===== src/hdl/hsv_threshold_centroid_macros.svh =====
// Assertion macros shared by the HSV threshold centroid block.
`ifndef HSV_THRESHOLD_CENTROID_MACROS_SVH
`define HSV_THRESHOLD_CENTROID_MACROS_SVH

// Checks a property on every rising clock edge outside of reset.
`define HSVTC_ASSERT(lbl, prop, msg) \
  lbl: assert property (@(posedge clk_i) disable iff (!rst_ni) (prop)) else $error(msg);

// Checks that a condition never holds outside of reset.
`define HSVTC_ASSERT_NEVER(lbl, cond, msg) \
  `HSVTC_ASSERT(lbl, !(cond), msg)

`endif


===== src/hdl/hsvtc_pkg.sv =====
// Package with the types, widths and register codes of the HSV threshold centroid block.
package hsvtc_pkg;

  localparam int MAX_WIDTH  = 1024;
  localparam int MAX_HEIGHT = 1024;
  localparam int FRAC_BITS  = 8;

  localparam int CH_W   = 8;
  localparam int LW_W   = 11;
  localparam int SUM_W  = 30;
  localparam int CNT_W  = 21;
  localparam int CENT_W = 18;

  localparam int COL_W = $clog2(MAX_WIDTH);
  localparam int ROW_W = $clog2(MAX_HEIGHT);
  // Width used to compare the next column against the line width.
  localparam int CMP_W = (COL_W + 1 > LW_W) ? COL_W + 1 : LW_W;

  localparam int DVD_W  = SUM_W + FRAC_BITS;
  localparam int STEP_W = $clog2(DVD_W + 1);

  localparam int FIFO_DEPTH = 2;
  localparam int PTR_W      = $clog2(FIFO_DEPTH);
  localparam int FILL_W     = $clog2(FIFO_DEPTH + 1);

  localparam int IDX_W       = 3;
  localparam int CFG_W       = LW_W;
  localparam int IN_TDATA_W  = 24;
  localparam int OUT_TDATA_W = 64;
  localparam int OUT_USED_W  = 2 * CENT_W + CNT_W;

  localparam logic [LW_W-1:0] LINE_WIDTH_RST = 11'd640;

  typedef enum logic [IDX_W-1:0] {
    CFG_HUE_LOW    = 3'd0,
    CFG_SAT_LOW    = 3'd1,
    CFG_VAL_LOW    = 3'd2,
    CFG_HUE_HIGH   = 3'd3,
    CFG_SAT_HIGH   = 3'd4,
    CFG_VAL_HIGH   = 3'd5,
    CFG_LINE_WIDTH = 3'd6
  } cfg_idx_e;

  typedef struct packed {
    logic [CH_W-1:0] hue_low;
    logic [CH_W-1:0] sat_low;
    logic [CH_W-1:0] val_low;
    logic [CH_W-1:0] hue_high;
    logic [CH_W-1:0] sat_high;
    logic [CH_W-1:0] val_high;
    logic [LW_W-1:0] line_width;
  } cfg_t;

  typedef struct packed {
    logic [SUM_W-1:0] sum_x;
    logic [SUM_W-1:0] sum_y;
    logic [CNT_W-1:0] count;
  } frame_rec_t;

  typedef struct packed {
    logic full;
    logic empty;
  } fifo_stat_t;

endpackage


===== src/hdl/hsvtc_front.sv =====
// Pixel front end: threshold test, raster position and per-frame accumulation.
module hsvtc_front (
  input  logic                        clk_i,
  input  logic                        rst_ni,
  input  hsvtc_pkg::cfg_t             cfg_i,
  input  logic                        pix_valid_i,
  output logic                        pix_ready_o,
  input  logic [hsvtc_pkg::CH_W-1:0]  pix_hue_i,
  input  logic [hsvtc_pkg::CH_W-1:0]  pix_sat_i,
  input  logic [hsvtc_pkg::CH_W-1:0]  pix_bri_i,
  input  logic                        pix_eof_i,
  input  hsvtc_pkg::fifo_stat_t       q_stat_i,
  output logic                        push_o,
  output hsvtc_pkg::frame_rec_t       rec_o
);

  localparam int CMP_W = hsvtc_pkg::CMP_W;
  localparam int COL_W = hsvtc_pkg::COL_W;
  localparam int ROW_W = hsvtc_pkg::ROW_W;
  localparam int SUM_W = hsvtc_pkg::SUM_W;
  localparam int CNT_W = hsvtc_pkg::CNT_W;

  logic [COL_W-1:0] col_q, col_d;
  logic [ROW_W-1:0] row_q, row_d;
  logic [SUM_W-1:0] sx_q, sx_d, sy_q, sy_d, sx_acc, sy_acc;
  logic [CNT_W-1:0] cnt_q, cnt_d, cnt_acc;

  logic             accept, pass;
  logic [CMP_W-1:0] lw_ext, width, col_inc;
  logic [ROW_W:0]   row_inc;
  logic [SUM_W:0]   sx_sum, sy_sum;
  logic [CNT_W:0]   cnt_sum;

  // The whole stream waits while the frame queue is full.
  assign pix_ready_o = !q_stat_i.full;
  assign accept      = pix_valid_i && pix_ready_o;

  assign pass = (pix_hue_i >= cfg_i.hue_low) && (pix_hue_i <= cfg_i.hue_high) &&
                (pix_sat_i >= cfg_i.sat_low) && (pix_sat_i <= cfg_i.sat_high) &&
                (pix_bri_i >= cfg_i.val_low) && (pix_bri_i <= cfg_i.val_high);

  // A line width of zero acts as one, a width beyond the maximum as the maximum.
  assign lw_ext = CMP_W'(cfg_i.line_width);
  always_comb begin
    if (lw_ext == '0) begin
      width = CMP_W'(1);
    end else if (lw_ext > CMP_W'(hsvtc_pkg::MAX_WIDTH)) begin
      width = CMP_W'(hsvtc_pkg::MAX_WIDTH);
    end else begin
      width = lw_ext;
    end
  end

  assign col_inc = CMP_W'(col_q) + CMP_W'(1);
  assign row_inc = (ROW_W + 1)'(row_q) + (ROW_W + 1)'(1);

  // Saturating accumulation of the passing pixels.
  assign sx_sum  = (SUM_W + 1)'(sx_q) + (SUM_W + 1)'(col_q);
  assign sy_sum  = (SUM_W + 1)'(sy_q) + (SUM_W + 1)'(row_q);
  assign cnt_sum = (CNT_W + 1)'(cnt_q) + (CNT_W + 1)'(1);

  always_comb begin
    sx_acc  = sx_q;
    sy_acc  = sy_q;
    cnt_acc = cnt_q;
    if (pass) begin
      sx_acc  = sx_sum[SUM_W] ? '1 : sx_sum[SUM_W-1:0];
      sy_acc  = sy_sum[SUM_W] ? '1 : sy_sum[SUM_W-1:0];
      cnt_acc = cnt_sum[CNT_W] ? '1 : cnt_sum[CNT_W-1:0];
    end
  end

  always_comb begin
    col_d = col_q;
    row_d = row_q;
    sx_d  = sx_q;
    sy_d  = sy_q;
    cnt_d = cnt_q;
    if (accept) begin
      if (pix_eof_i) begin
        col_d = '0;
        row_d = '0;
        sx_d  = '0;
        sy_d  = '0;
        cnt_d = '0;
      end else begin
        sx_d  = sx_acc;
        sy_d  = sy_acc;
        cnt_d = cnt_acc;
        if (col_inc >= width) begin
          col_d = '0;
          row_d = (row_inc >= (ROW_W + 1)'(hsvtc_pkg::MAX_HEIGHT)) ? '0 : row_inc[ROW_W-1:0];
        end else begin
          col_d = col_inc[COL_W-1:0];
        end
      end
    end
  end

  always_ff @(posedge clk_i or negedge rst_ni) begin
    if (!rst_ni) begin
      col_q <= '0;
      row_q <= '0;
      sx_q  <= '0;
      sy_q  <= '0;
      cnt_q <= '0;
    end else begin
      col_q <= col_d;
      row_q <= row_d;
      sx_q  <= sx_d;
      sy_q  <= sy_d;
      cnt_q <= cnt_d;
    end
  end

  // The last pixel of a frame is counted before the totals go to the queue.
  assign push_o      = accept && pix_eof_i;
  assign rec_o.sum_x = sx_acc;
  assign rec_o.sum_y = sy_acc;
  assign rec_o.count = cnt_acc;

endmodule


===== src/hdl/hsvtc_fifo.sv =====
// Short queue of frame totals between the pixel front end and the divider.
module hsvtc_fifo (
  input  logic                    clk_i,
  input  logic                    rst_ni,
  input  logic                    push_i,
  input  hsvtc_pkg::frame_rec_t   rec_i,
  input  logic                    pop_i,
  output hsvtc_pkg::frame_rec_t   rec_o,
  output hsvtc_pkg::fifo_stat_t   stat_o
);

  localparam int DEPTH  = hsvtc_pkg::FIFO_DEPTH;
  localparam int PTR_W  = hsvtc_pkg::PTR_W;
  localparam int FILL_W = hsvtc_pkg::FILL_W;

  hsvtc_pkg::frame_rec_t mem_q [DEPTH];

  logic [PTR_W-1:0]  wr_ptr_q, wr_ptr_d, rd_ptr_q, rd_ptr_d;
  logic [FILL_W-1:0] fill_q, fill_d;

  function automatic logic [PTR_W-1:0] ptr_next(input logic [PTR_W-1:0] p);
    ptr_next = (p == PTR_W'(DEPTH - 1)) ? '0 : p + PTR_W'(1);
  endfunction

  always_comb begin
    wr_ptr_d = push_i ? ptr_next(wr_ptr_q) : wr_ptr_q;
    rd_ptr_d = pop_i ? ptr_next(rd_ptr_q) : rd_ptr_q;
    fill_d   = fill_q;
    if (push_i && !pop_i) begin
      fill_d = fill_q + FILL_W'(1);
    end else if (pop_i && !push_i) begin
      fill_d = fill_q - FILL_W'(1);
    end
  end

  always_ff @(posedge clk_i or negedge rst_ni) begin
    if (!rst_ni) begin
      wr_ptr_q <= '0;
      rd_ptr_q <= '0;
      fill_q   <= '0;
    end else begin
      wr_ptr_q <= wr_ptr_d;
      rd_ptr_q <= rd_ptr_d;
      fill_q   <= fill_d;
    end
  end

  always_ff @(posedge clk_i) begin
    if (push_i) begin
      mem_q[wr_ptr_q] <= rec_i;
    end
  end

  assign rec_o        = mem_q[rd_ptr_q];
  assign stat_o.full  = (fill_q == FILL_W'(DEPTH));
  assign stat_o.empty = (fill_q == '0);

endmodule


===== src/hdl/hsvtc_div.sv =====
// Back end: restoring division of both coordinate sums and the result register.
module hsvtc_div (
  input  logic                          clk_i,
  input  logic                          rst_ni,
  input  hsvtc_pkg::frame_rec_t         rec_i,
  input  hsvtc_pkg::fifo_stat_t         q_stat_i,
  output logic                          pop_o,
  output logic                          res_valid_o,
  input  logic                          res_ready_i,
  output logic [hsvtc_pkg::CENT_W-1:0]  res_cx_o,
  output logic [hsvtc_pkg::CENT_W-1:0]  res_cy_o,
  output logic [hsvtc_pkg::CNT_W-1:0]   res_area_o,
  output logic                          res_found_o
);

  localparam int DVD_W  = hsvtc_pkg::DVD_W;
  localparam int CNT_W  = hsvtc_pkg::CNT_W;
  localparam int CENT_W = hsvtc_pkg::CENT_W;
  localparam int STEP_W = hsvtc_pkg::STEP_W;

  typedef enum logic [2:0] {
    ST_IDLE = 3'b001,
    ST_RUN  = 3'b010,
    ST_DONE = 3'b100
  } div_state_e;

  div_state_e        state_q, state_d;
  logic [STEP_W-1:0] step_q, step_d;
  logic [DVD_W-1:0]  dvx_q, dvx_d, dvy_q, dvy_d;
  logic [CNT_W-1:0]  remx_q, remx_d, remy_q, remy_d, div_q, div_d;
  logic              out_valid_q, out_valid_d;
  logic [CENT_W-1:0] cx_q, cy_q;
  logic [CNT_W-1:0]  area_q;
  logic              found_q;

  logic [CNT_W:0]    trial_x, trial_y, div_ext;
  logic              ge_x, ge_y, load_out, found;

  // Quotients that do not fit the centroid field clip to its maximum.
  function automatic logic [CENT_W-1:0] clip(input logic [DVD_W-1:0] q);
    clip = (|q[DVD_W-1:CENT_W]) ? '1 : q[CENT_W-1:0];
  endfunction

  // One quotient bit per cycle for each coordinate; both share the divisor.
  assign div_ext = {1'b0, div_q};
  assign trial_x = {remx_q, dvx_q[DVD_W-1]};
  assign trial_y = {remy_q, dvy_q[DVD_W-1]};
  assign ge_x    = trial_x >= div_ext;
  assign ge_y    = trial_y >= div_ext;

  assign load_out = (state_q == ST_DONE) && (!out_valid_q || res_ready_i);
  assign found    = (div_q != '0);

  always_comb begin
    state_d     = state_q;
    step_d      = step_q;
    dvx_d       = dvx_q;
    dvy_d       = dvy_q;
    remx_d      = remx_q;
    remy_d      = remy_q;
    div_d       = div_q;
    pop_o       = 1'b0;
    out_valid_d = out_valid_q;
    if (res_valid_o && res_ready_i) begin
      out_valid_d = 1'b0;
    end
    unique case (state_q)
      ST_IDLE: begin
        if (!q_stat_i.empty) begin
          pop_o   = 1'b1;
          dvx_d   = {rec_i.sum_x, {hsvtc_pkg::FRAC_BITS{1'b0}}};
          dvy_d   = {rec_i.sum_y, {hsvtc_pkg::FRAC_BITS{1'b0}}};
          remx_d  = '0;
          remy_d  = '0;
          div_d   = rec_i.count;
          step_d  = STEP_W'(DVD_W);
          state_d = ST_RUN;
        end
      end
      ST_RUN: begin
        remx_d = ge_x ? CNT_W'(trial_x - div_ext) : trial_x[CNT_W-1:0];
        remy_d = ge_y ? CNT_W'(trial_y - div_ext) : trial_y[CNT_W-1:0];
        dvx_d  = {dvx_q[DVD_W-2:0], ge_x};
        dvy_d  = {dvy_q[DVD_W-2:0], ge_y};
        step_d = step_q - STEP_W'(1);
        if (step_q == STEP_W'(1)) begin
          state_d = ST_DONE;
        end
      end
      ST_DONE: begin
        if (load_out) begin
          out_valid_d = 1'b1;
          state_d     = ST_IDLE;
        end
      end
      default: begin
        state_d = ST_IDLE;
      end
    endcase
  end

  always_ff @(posedge clk_i or negedge rst_ni) begin
    if (!rst_ni) begin
      state_q     <= ST_IDLE;
      step_q      <= '0;
      out_valid_q <= 1'b0;
    end else begin
      state_q     <= state_d;
      step_q      <= step_d;
      out_valid_q <= out_valid_d;
    end
  end

  always_ff @(posedge clk_i) begin
    dvx_q  <= dvx_d;
    dvy_q  <= dvy_d;
    remx_q <= remx_d;
    remy_q <= remy_d;
    div_q  <= div_d;
  end

  // An empty frame gives zero centroids with the found flag cleared.
  always_ff @(posedge clk_i) begin
    if (load_out) begin
      cx_q    <= found ? clip(dvx_q) : '0;
      cy_q    <= found ? clip(dvy_q) : '0;
      area_q  <= div_q;
      found_q <= found;
    end
  end

  assign res_valid_o = out_valid_q;
  assign res_cx_o    = cx_q;
  assign res_cy_o    = cy_q;
  assign res_area_o  = area_q;
  assign res_found_o = found_q;

endmodule


===== src/hdl/hsv_threshold_centroid.sv =====
// Top level of the HSV threshold centroid block: registers, front end, queue and divider.
//
// Pixels come in on the slave stream, one beat per pixel in row order, with
// tlast on the last pixel of a frame. A pixel passes when hue, saturation and
// value all lie inside their inclusive bounds; the block sums the column and
// row of every passing pixel and counts them. The pixel front end takes one
// beat per clock cycle while the frame queue is not full.
// At the end of a frame the totals go into a two-entry queue. A restoring
// divider, whose divisor both sums share, works out both centroids side by
// side, one quotient bit per cycle, then loads the output register.
// Results leave on the master stream, one beat per frame; tuser carries the
// found flag, and an empty frame gives zero centroids with found low.
// A result that waits for the receiver sits in the output register while the
// divider already works on the next frame; tready on the slave side drops
// whenever the queue is full, so frames that come back to back faster than
// the divider finishes them are throttled by the divider.
// Reset clears the position counters, the sums, the queue and the output,
// and sets the bounds to their full range and the line width to 640.
// The user writes registers through the plain write port only while the block is idle; the block does not enforce it.
`include "hsv_threshold_centroid_macros.svh"

module hsv_threshold_centroid (
  input  logic                                 clk_i,
  input  logic                                 rst_ni,
  // Configuration write port.
  input  logic                                 cfg_we_i,
  input  logic [hsvtc_pkg::IDX_W-1:0]          cfg_idx_i,
  input  logic [hsvtc_pkg::CFG_W-1:0]          cfg_data_i,
  // Pixel stream.
  input  logic                                 s_axis_tvalid,
  output logic                                 s_axis_tready,
  // tdata fields from bit 0: hue[7:0], saturation[15:8], brightness[23:16].
  input  logic [hsvtc_pkg::IN_TDATA_W-1:0]     s_axis_tdata,
  input  logic                                 s_axis_tlast,
  // Result stream.
  output logic                                 m_axis_tvalid,
  input  logic                                 m_axis_tready,
  // tdata fields from bit 0: centroid_x[17:0], centroid_y[35:18], area[56:36],
  // zero fill above.
  output logic [hsvtc_pkg::OUT_TDATA_W-1:0]    m_axis_tdata,
  // tuser fields from bit 0: found.
  output logic                                 m_axis_tuser
);

  localparam int CH_W   = hsvtc_pkg::CH_W;
  localparam int CENT_W = hsvtc_pkg::CENT_W;
  localparam int CNT_W  = hsvtc_pkg::CNT_W;

  hsvtc_pkg::cfg_t       cfg_q, cfg_d;
  hsvtc_pkg::frame_rec_t push_rec, pop_rec;
  hsvtc_pkg::fifo_stat_t fifo_stat;
  logic                  fifo_push, fifo_pop;
  logic [CENT_W-1:0]     res_cx, res_cy;
  logic [CNT_W-1:0]      res_area;
  logic                  res_found;

  // Register writes; the eight bit bounds take the low byte of the data and
  // an index beyond the list is ignored.
  always_comb begin
    cfg_d = cfg_q;
    if (cfg_we_i) begin
      unique case (hsvtc_pkg::cfg_idx_e'(cfg_idx_i))
        hsvtc_pkg::CFG_HUE_LOW:    cfg_d.hue_low    = cfg_data_i[CH_W-1:0];
        hsvtc_pkg::CFG_SAT_LOW:    cfg_d.sat_low    = cfg_data_i[CH_W-1:0];
        hsvtc_pkg::CFG_VAL_LOW:    cfg_d.val_low    = cfg_data_i[CH_W-1:0];
        hsvtc_pkg::CFG_HUE_HIGH:   cfg_d.hue_high   = cfg_data_i[CH_W-1:0];
        hsvtc_pkg::CFG_SAT_HIGH:   cfg_d.sat_high   = cfg_data_i[CH_W-1:0];
        hsvtc_pkg::CFG_VAL_HIGH:   cfg_d.val_high   = cfg_data_i[CH_W-1:0];
        hsvtc_pkg::CFG_LINE_WIDTH: cfg_d.line_width = cfg_data_i;
        default: begin
          cfg_d = cfg_q;
        end
      endcase
    end
  end

  always_ff @(posedge clk_i or negedge rst_ni) begin
    if (!rst_ni) begin
      cfg_q.hue_low    <= '0;
      cfg_q.sat_low    <= '0;
      cfg_q.val_low    <= '0;
      cfg_q.hue_high   <= '1;
      cfg_q.sat_high   <= '1;
      cfg_q.val_high   <= '1;
      cfg_q.line_width <= hsvtc_pkg::LINE_WIDTH_RST;
    end else begin
      cfg_q <= cfg_d;
    end
  end

  hsvtc_front u_front (
    .clk_i       (clk_i),
    .rst_ni      (rst_ni),
    .cfg_i       (cfg_q),
    .pix_valid_i (s_axis_tvalid),
    .pix_ready_o (s_axis_tready),
    .pix_hue_i   (s_axis_tdata[7:0]),
    .pix_sat_i   (s_axis_tdata[15:8]),
    .pix_bri_i   (s_axis_tdata[23:16]),
    .pix_eof_i   (s_axis_tlast),
    .q_stat_i    (fifo_stat),
    .push_o      (fifo_push),
    .rec_o       (push_rec)
  );

  hsvtc_fifo u_fifo (
    .clk_i  (clk_i),
    .rst_ni (rst_ni),
    .push_i (fifo_push),
    .rec_i  (push_rec),
    .pop_i  (fifo_pop),
    .rec_o  (pop_rec),
    .stat_o (fifo_stat)
  );

  hsvtc_div u_div (
    .clk_i       (clk_i),
    .rst_ni      (rst_ni),
    .rec_i       (pop_rec),
    .q_stat_i    (fifo_stat),
    .pop_o       (fifo_pop),
    .res_valid_o (m_axis_tvalid),
    .res_ready_i (m_axis_tready),
    .res_cx_o    (res_cx),
    .res_cy_o    (res_cy),
    .res_area_o  (res_area),
    .res_found_o (res_found)
  );

  assign m_axis_tdata = {{(hsvtc_pkg::OUT_TDATA_W - hsvtc_pkg::OUT_USED_W){1'b0}},
                         res_area, res_cy, res_cx};
  assign m_axis_tuser = res_found;

  // The front end must never write a full queue, nor the divider read an empty one.
  `HSVTC_ASSERT_NEVER(a_no_push_when_full, fifo_push && fifo_stat.full, "frame queue overrun")
  `HSVTC_ASSERT_NEVER(a_no_pop_when_empty, fifo_pop && fifo_stat.empty, "frame queue underrun")
  // A result without a hit carries all-zero fields; a hit implies a nonzero area.
  `HSVTC_ASSERT(a_empty_frame_zero, m_axis_tvalid && !m_axis_tuser |-> m_axis_tdata == '0, "empty frame with nonzero fields")
  `HSVTC_ASSERT(a_found_has_area, m_axis_tvalid && m_axis_tuser |-> res_area != '0, "found set with zero area")

endmodule


===== config.mk =====
export PLATFORM = sky130hd
export DESIGN_NAME = hsv_threshold_centroid
export DESIGN_NICKNAME = d
export VERILOG_FILES = /design/src/hdl/hsvtc_pkg.sv /design/src/hdl/hsvtc_front.sv /design/src/hdl/hsvtc_fifo.sv /design/src/hdl/hsvtc_div.sv /design/src/hdl/hsv_threshold_centroid.sv
export VERILOG_INCLUDE_DIRS = /design/src /design/src/hdl
export SDC_FILE = /design/constraint.sdc
export NUM_CORES = 1
export LEC_CHECK = 0
export ABC_AREA = 1
export BUFFER_PORTS_ARGS = -buffer_cell sky130_fd_sc_hd__buf_2
export CAP_MARGIN = 20
export CELL_PAD_IN_SITES_DETAIL_PLACEMENT = 2
export CELL_PAD_IN_SITES_GLOBAL_PLACEMENT = 2
export CORE_UTILIZATION = 35
export DETAILED_ROUTE_END_ITERATION = 10
export HOLD_SLACK_MARGIN = 0.03
export PLACE_DENSITY = 0.74
export REMOVE_ABC_BUFFERS = 1
export SLEW_MARGIN = 20
export SYNTH_ARGS = -nofsm -noshare
export SYNTH_HDL_FRONTEND = slang
export SYNTH_SLANG_ARGS = --single-unit

===== constraint.sdc =====
create_clock -name clk_i -period 5.18 [get_ports clk_i]
set_clock_uncertainty 0.15 [all_clocks]
set_input_delay 1.036 -clock clk_i [delete_from_list [all_inputs] [get_ports clk_i]]
set_output_delay 1.036 -clock clk_i [all_outputs]
set_load 0.005 [all_outputs]

### Yosys cells after proc, flatten, opt, wreduce, memory -nomap -nowiden

Memory sizes are Yosys's and may differ from the RTL's.
Index checks and enable logic that the tools add are counted.

| word-level totals | value |
|---|---|
| flip-flop bits (word level) | 371 |
| word-level logic and storage cells | 146 |
| latch bits | 0 |
| bits in read-only memories | 0 |
| memories kept | 1 |
| bits in writable memories | 162 |
| input bits | 44 |

| operators by class | value |
|---|---|
| mux-type cells | 44 |
| reduce and logical (&&, ||, !) cells | 36 |
| add/sub/neg operators | 12 |
| equality and inequality tests | 14 |
| multipliers | 0 |
| shift operators | 0 |
| divide/modulo/power cells | 0 |
| bitwise logic cells | 1 |
| order comparisons | 11 |

Memory list:

| memory | words | width | read ports | clocked after Yosys merged registers in | write ports | line | source |
|---|---|---|---|---|---|---|---|
| u_fifo.mem_q | 2 | 81 | 1 | 0 | 1 | hsvtc_fifo.sv:16 | `hsvtc_pkg::frame_rec_t mem_q [DEPTH];` |

Operator list:

| kind | count |
|---|---|
| $mux 30 | 6 |
| $pmux 38 s2 | 2 |
| $mux 21 | 6 |
| $pmux 21 s2 | 2 |
| $mux 38 | 2 |
| $add 30x10->31 | 2 |
| $mux 10 | 5 |
| $ge 22x21->1 | 2 |
| $sub 21x21->21 | 2 |
| $reduce_or 20->1 | 2 |
| $mux 18 | 2 |
| $ge 8x8->1 | 3 |
| $le 8x8->1 | 3 |
| $add 10x1->11 const B | 2 |
| $add 21x1->22 const B | 1 |
| $mux 11 | 2 |
| $reduce_bool 21->1 | 1 |
| $reduce_and 2->1 | 10 |
| $eq 3x3->1 const B | 4 |
| $pmux 6 s2 | 1 |
| $ge 11x11->1 | 1 |
| $ge 11x11->1 const B | 1 |
| $gt 11x11->1 const B | 1 |
| $logic_and 1x1->1 | 11 |
| 23 further kinds | 44 |

### Longest topological paths before layout

| depth | value |
|---|---|
| depth in word-level cells | 8 |
| gate-level depth with buffers | 18 |
| mapped depth without buffers | 17 |

### Modules after synthesis

Synthesis repeated with hierarchy kept, for this count alone.

| second synthesis, totals | value |
|---|---|
| cell total of the unflattened synthesis | 3663 |
| area, all modules | 30923.4 um2 |

Modules (own cells, without submodules):

| module | cells an instance | sequential area each (um2) | area each (um2) | instances |
|---|---|---|---|---|
| hsvtc_div | 1277 | 6167.2 | 11202.0 | 1 |
| hsvtc_front | 1834 | 2527.4 | 10832.9 | 1 |
| hsvtc_fifo | 277 | 4964.8 | 6451.2 | 1 |
| hsv_threshold_centroid | 275 | 1508.9 | 2437.3 | 1 |

### Worst setup path after synthesis

Ideal clock, no wire load.

| timing path | value |
|---|---|
| path kind | reg2reg |
| from | register u_div.state_q[0] |
| to | register u_div.dvx_q[0] (enable) |
| buffers on the path | 0 |
| required time | 4.547 ns |
| path slack | -0.346 ns |
| arrival | 4.893 ns |
| stages on the path, launching flop included | 7 |
| cell sequence | dfstp_2 inv_1 nor3_1 inv_1 a21oi_1 inv_1 nand2_1 |

| on the way | value |
|---|---|
| cells in the longest elaborated chain, start to end | 3 |

RTL lines:

| element | line | source |
|---|---|---|
| start: declaration | hsvtc_div.sv:27 | `div_state_e state_q, state_d;` |
| start signal: assignment | hsvtc_div.sv:108 | `state_q <= state_d;` |
| $eq 3x1->1 or $eq 3x2->1 (tied branches) | hsvtc_div.sv:67 | `unique case (state_q)` |
| $ne 2x2->1 (no source line) or $reduce_bool 2->1 (tied branches) | n/a |  |
| $reduce_and 2->1 (no source line) (*) | n/a |  |
| end signal: assignment | hsvtc_div.sv:115 | `dvx_q <= dvx_d;` |
| end: declaration | hsvtc_div.sv:29 | `logic [DVD_W-1:0] dvx_q, dvx_d, dvy_q, dvy_d;` |

Mark *: on every way between the ends. The rest lies on a longest branch, timed or not.
A chain may end at the register's enable or synchronous reset.

==> metrics.csv <==
metric,value,unit
antenna_cells,0,
die_x,293,um
grt_use_met1,27.5,%
place.gp.congestion,0.861,
post-place-cells,4653,
cts_hold_buf,0,
ioPinCount,111,
power_per_cell_area,544,nW/um^2
gr-usage-all-layers,23.0,%
cp-end-kind,flop,
outcome,"complete, no violations",
peakVddDrop,0.328,mV
grt_util_met3,2.71,%
ant_nets,0,
cp_cell_sequence,buf_2 -> inv_1 -> ha_1 -> o21ai_0 -> nand2_1 -> nand2_1 -> nand2_1 -> nand2_1 -> nand2_1 -> inv_1 -> nor2_1 -> nand2_2 -> buf_4 -> nand2_1 -> and2_1,
gr-total-overflow,0,
yosysWarnings,0,
setup_viol,0,
drc,0,
grt.busiest_layer,met2,
finalHoldViolCount,0,
cts_buffers,67,
crit_path_start_kind,primary input,
fin_cells,4777,
dieArea,85800,um^2
hold_path_class,in -> async,
die_y,293,um
clk_path_buf_depth,3,
place.detailed.hpwl,68800,um
ys_async_sr_fraction,32.6,%
dp_slack,1.03,ns
worst-path-buf-inv,4,
grt_start_max_net_pins,104,
use_met2,42.8,%
synth_flop_cell,edfxtp_1,
cp_common_cell,nand2_1,
root_buffer,clkbuf_16,
port-buffer-count,103,
final_common_cell,nand2_1,
drt_iter0_drc,794,
final_layout_size_suffix_gt1_share,9.09,%
core,83700,um^2
vias,24300,
rsz0062_at_grt,no,
ys_ff_latch,533,
synth_edf_count,359,
grt_pass1_wl,155000,um
slowest_delay,0.59,ns
final_cell_mix,"nand2_1, inv_1, edfxtp_1",
syn_to_final_growth,13.4,%
wl_per_cell,20.5,um
h-tree-depth,3,
synth_top_cell_by_area,edfxtp_1,
path_delay_family,simple AND/OR/NAND/NOR gates,
yosysUniqueCellTypes,51,
worst_pin_slew,1.06,ns
cp_max_fo,32,
netlist.area_leader.share,36.4,%
worstSetupPathType,in -> reg,
slew_violations,0,
routed_via_density,5.09,
finalCritPeriodShare,68.6,%
synth_area_per_cell,8.47,um^2
cts_post_setup_buffers_inserted,0,
fp-row-count,106,
grt_pass1_vias,27500,
ys_seq_area_share,51.2,%
max_freq,282,MHz
wirelength,97900,um
clk_latency,0.61,ns
first_pass_iters,4,
r2r_start,cfg_q[20]$_DFFE_PN1P_,
max-slew-margin-rel,29.3,%
fin_setup_tns,0,ns
cap_violations,0,
synth.cell_area,29600,um^2
start_util,35.4,%
critPathRequiredTime,5.37,ns
cts_tree,done,
antenna_found_initial,2,
cts_resized,0,
syn_inst,3497,
fin_util,40.1,%
clkTransAtPathRegs,0.06,ns
slowest_stage,nand2_2,
fin_crit,3.55,ns
nNetsFinal,3764,
clock_sinks,533,
ys_top_cells_by_area,"edfxtp_1, nand2_1, dfrtp_1",
fillers,9366,
total_leakage_power,15.1,nW
critPathArrivalTime,3.74,ns
postLayoutSetupSlackWorst,1.63,ns
cp-startpoint,s_axis_tdata[0],
[power breakdown]
part           leakage [nW]  internal [W]  total [W]  switching, W
clock                  1.09       0.00285    0.00478       0.00192
sequential             5.58       0.00610    0.00678      0.000676
combinational          8.41       0.00198    0.00672       0.00474
total                  15.1        0.0109     0.0183       0.00734
[cell families after synthesis]
logic type,synth area share [%]
xor gates and xnor gates,2.16
DFF,51.2
AOI/OAI and AO/OA,7.26
muxes,0.0760
and+or+nand+nor,26.6
adders and majority gates,5.64
other,0.0127
buffers and inverters,7.04
[worst paths after layout]
kind / slack [ns] / depth (start not counted) / end
worst max-delay path: 1.63 / 15 / u_fifo.mem_q[0][38]$_DFFE_PP_
worst min-delay path: 0.21 / 1 / u_front.sy_q[23]$_DFFE_PN0P_
worst max register to register: 1.66 / 15 / u_fifo.mem_q[0][38]$_DFFE_PP_
max in group asynchronous: 3.87 / 2 / cfg_q[32]$_DFFE_PN1P_
worst min register to register: 0.34 / 0 / u_div.res_area_o[14]$_DFFE_PP_
min in group clk_i: 0.34 / 0 / u_div.res_area_o[14]$_DFFE_PP_
[synth_stat cells (34+ instances only)]
| cell | n |
|---|---|
| nand2_1 | 1103 |
| inv_1 | 403 |
| edfxtp_1 | 359 |
| nor2_1 | 300 |
| nand3_1 | 207 |
| a21oi_1 | 161 |
| dfrtp_1 | 147 |
| o21ai_0 | 129 |
| ha_1 | 127 |
| and2_1 | 77 |
| a31oi_1 | 60 |
| xor2_1 | 54 |
| clkbuf_1 | 52 |
| nand4_1 | 34 |
[registers in the layout, summed over array words and instances, names as in the netlist, 2 cells and up]
signal	flops
u_div.res_cx_o	18
u_div.state_q	3
u_front.sx_q	30
cfg_q	59
u_front.sy_q	30
u_front.col_q	10
u_fifo.mem_q	162
u_front.row_q	10
u_div.remy_q	21
u_div.dvy_q	38
u_fifo.fill_q	2
u_front.cnt_q	21
u_div.res_area_o	21
u_div.res_cy_o	18
u_div.remx_q	21
u_div.dvx_q	38
u_div.step_q	6
u_div.div_q	21
[metal layers]
metal	part of all wire (%)	routed length (um)
met5	0.013	13
met4	2.9	2860
met3	2.1	2060
met2	51	50300
met1	44	42700
[worst register-to-register path, delay by kind of cell (launching register included)]
kind                       cells  cell delay [ns]
and+or+nand+nor               10             1.51
adders and majority gates      1             0.29
DFF                            1             0.53
AOI/OAI and AO/OA              1             0.12
buffers and inverters          3             0.65
[per-stage QoR]
step                instance area [um^2]  total power, W  hold WS (ns)
detailed placement                 31300          0.0136         0.314
global route                       33600          0.0194         0.211
global placement                   31300          0.0131         0.300
finish                             33600          0.0183         0.214
CTS                                33500          0.0185         0.336
floorplan                          29100          0.0112         0.276
[layout make-up]
class	count	area [um^2]	area share (%)
repair buffers	123	752	2.24
multi-input cells	2452	12500	37.1
inverters	412	1550	4.61
flip-flops and latches	533	15200	45.2
clock inverters	30	315	0.939
clock buffers	93	1920	5.71
well taps	1134	1420	4.23
No activity file was read; power rests on OpenSTA's default activity.
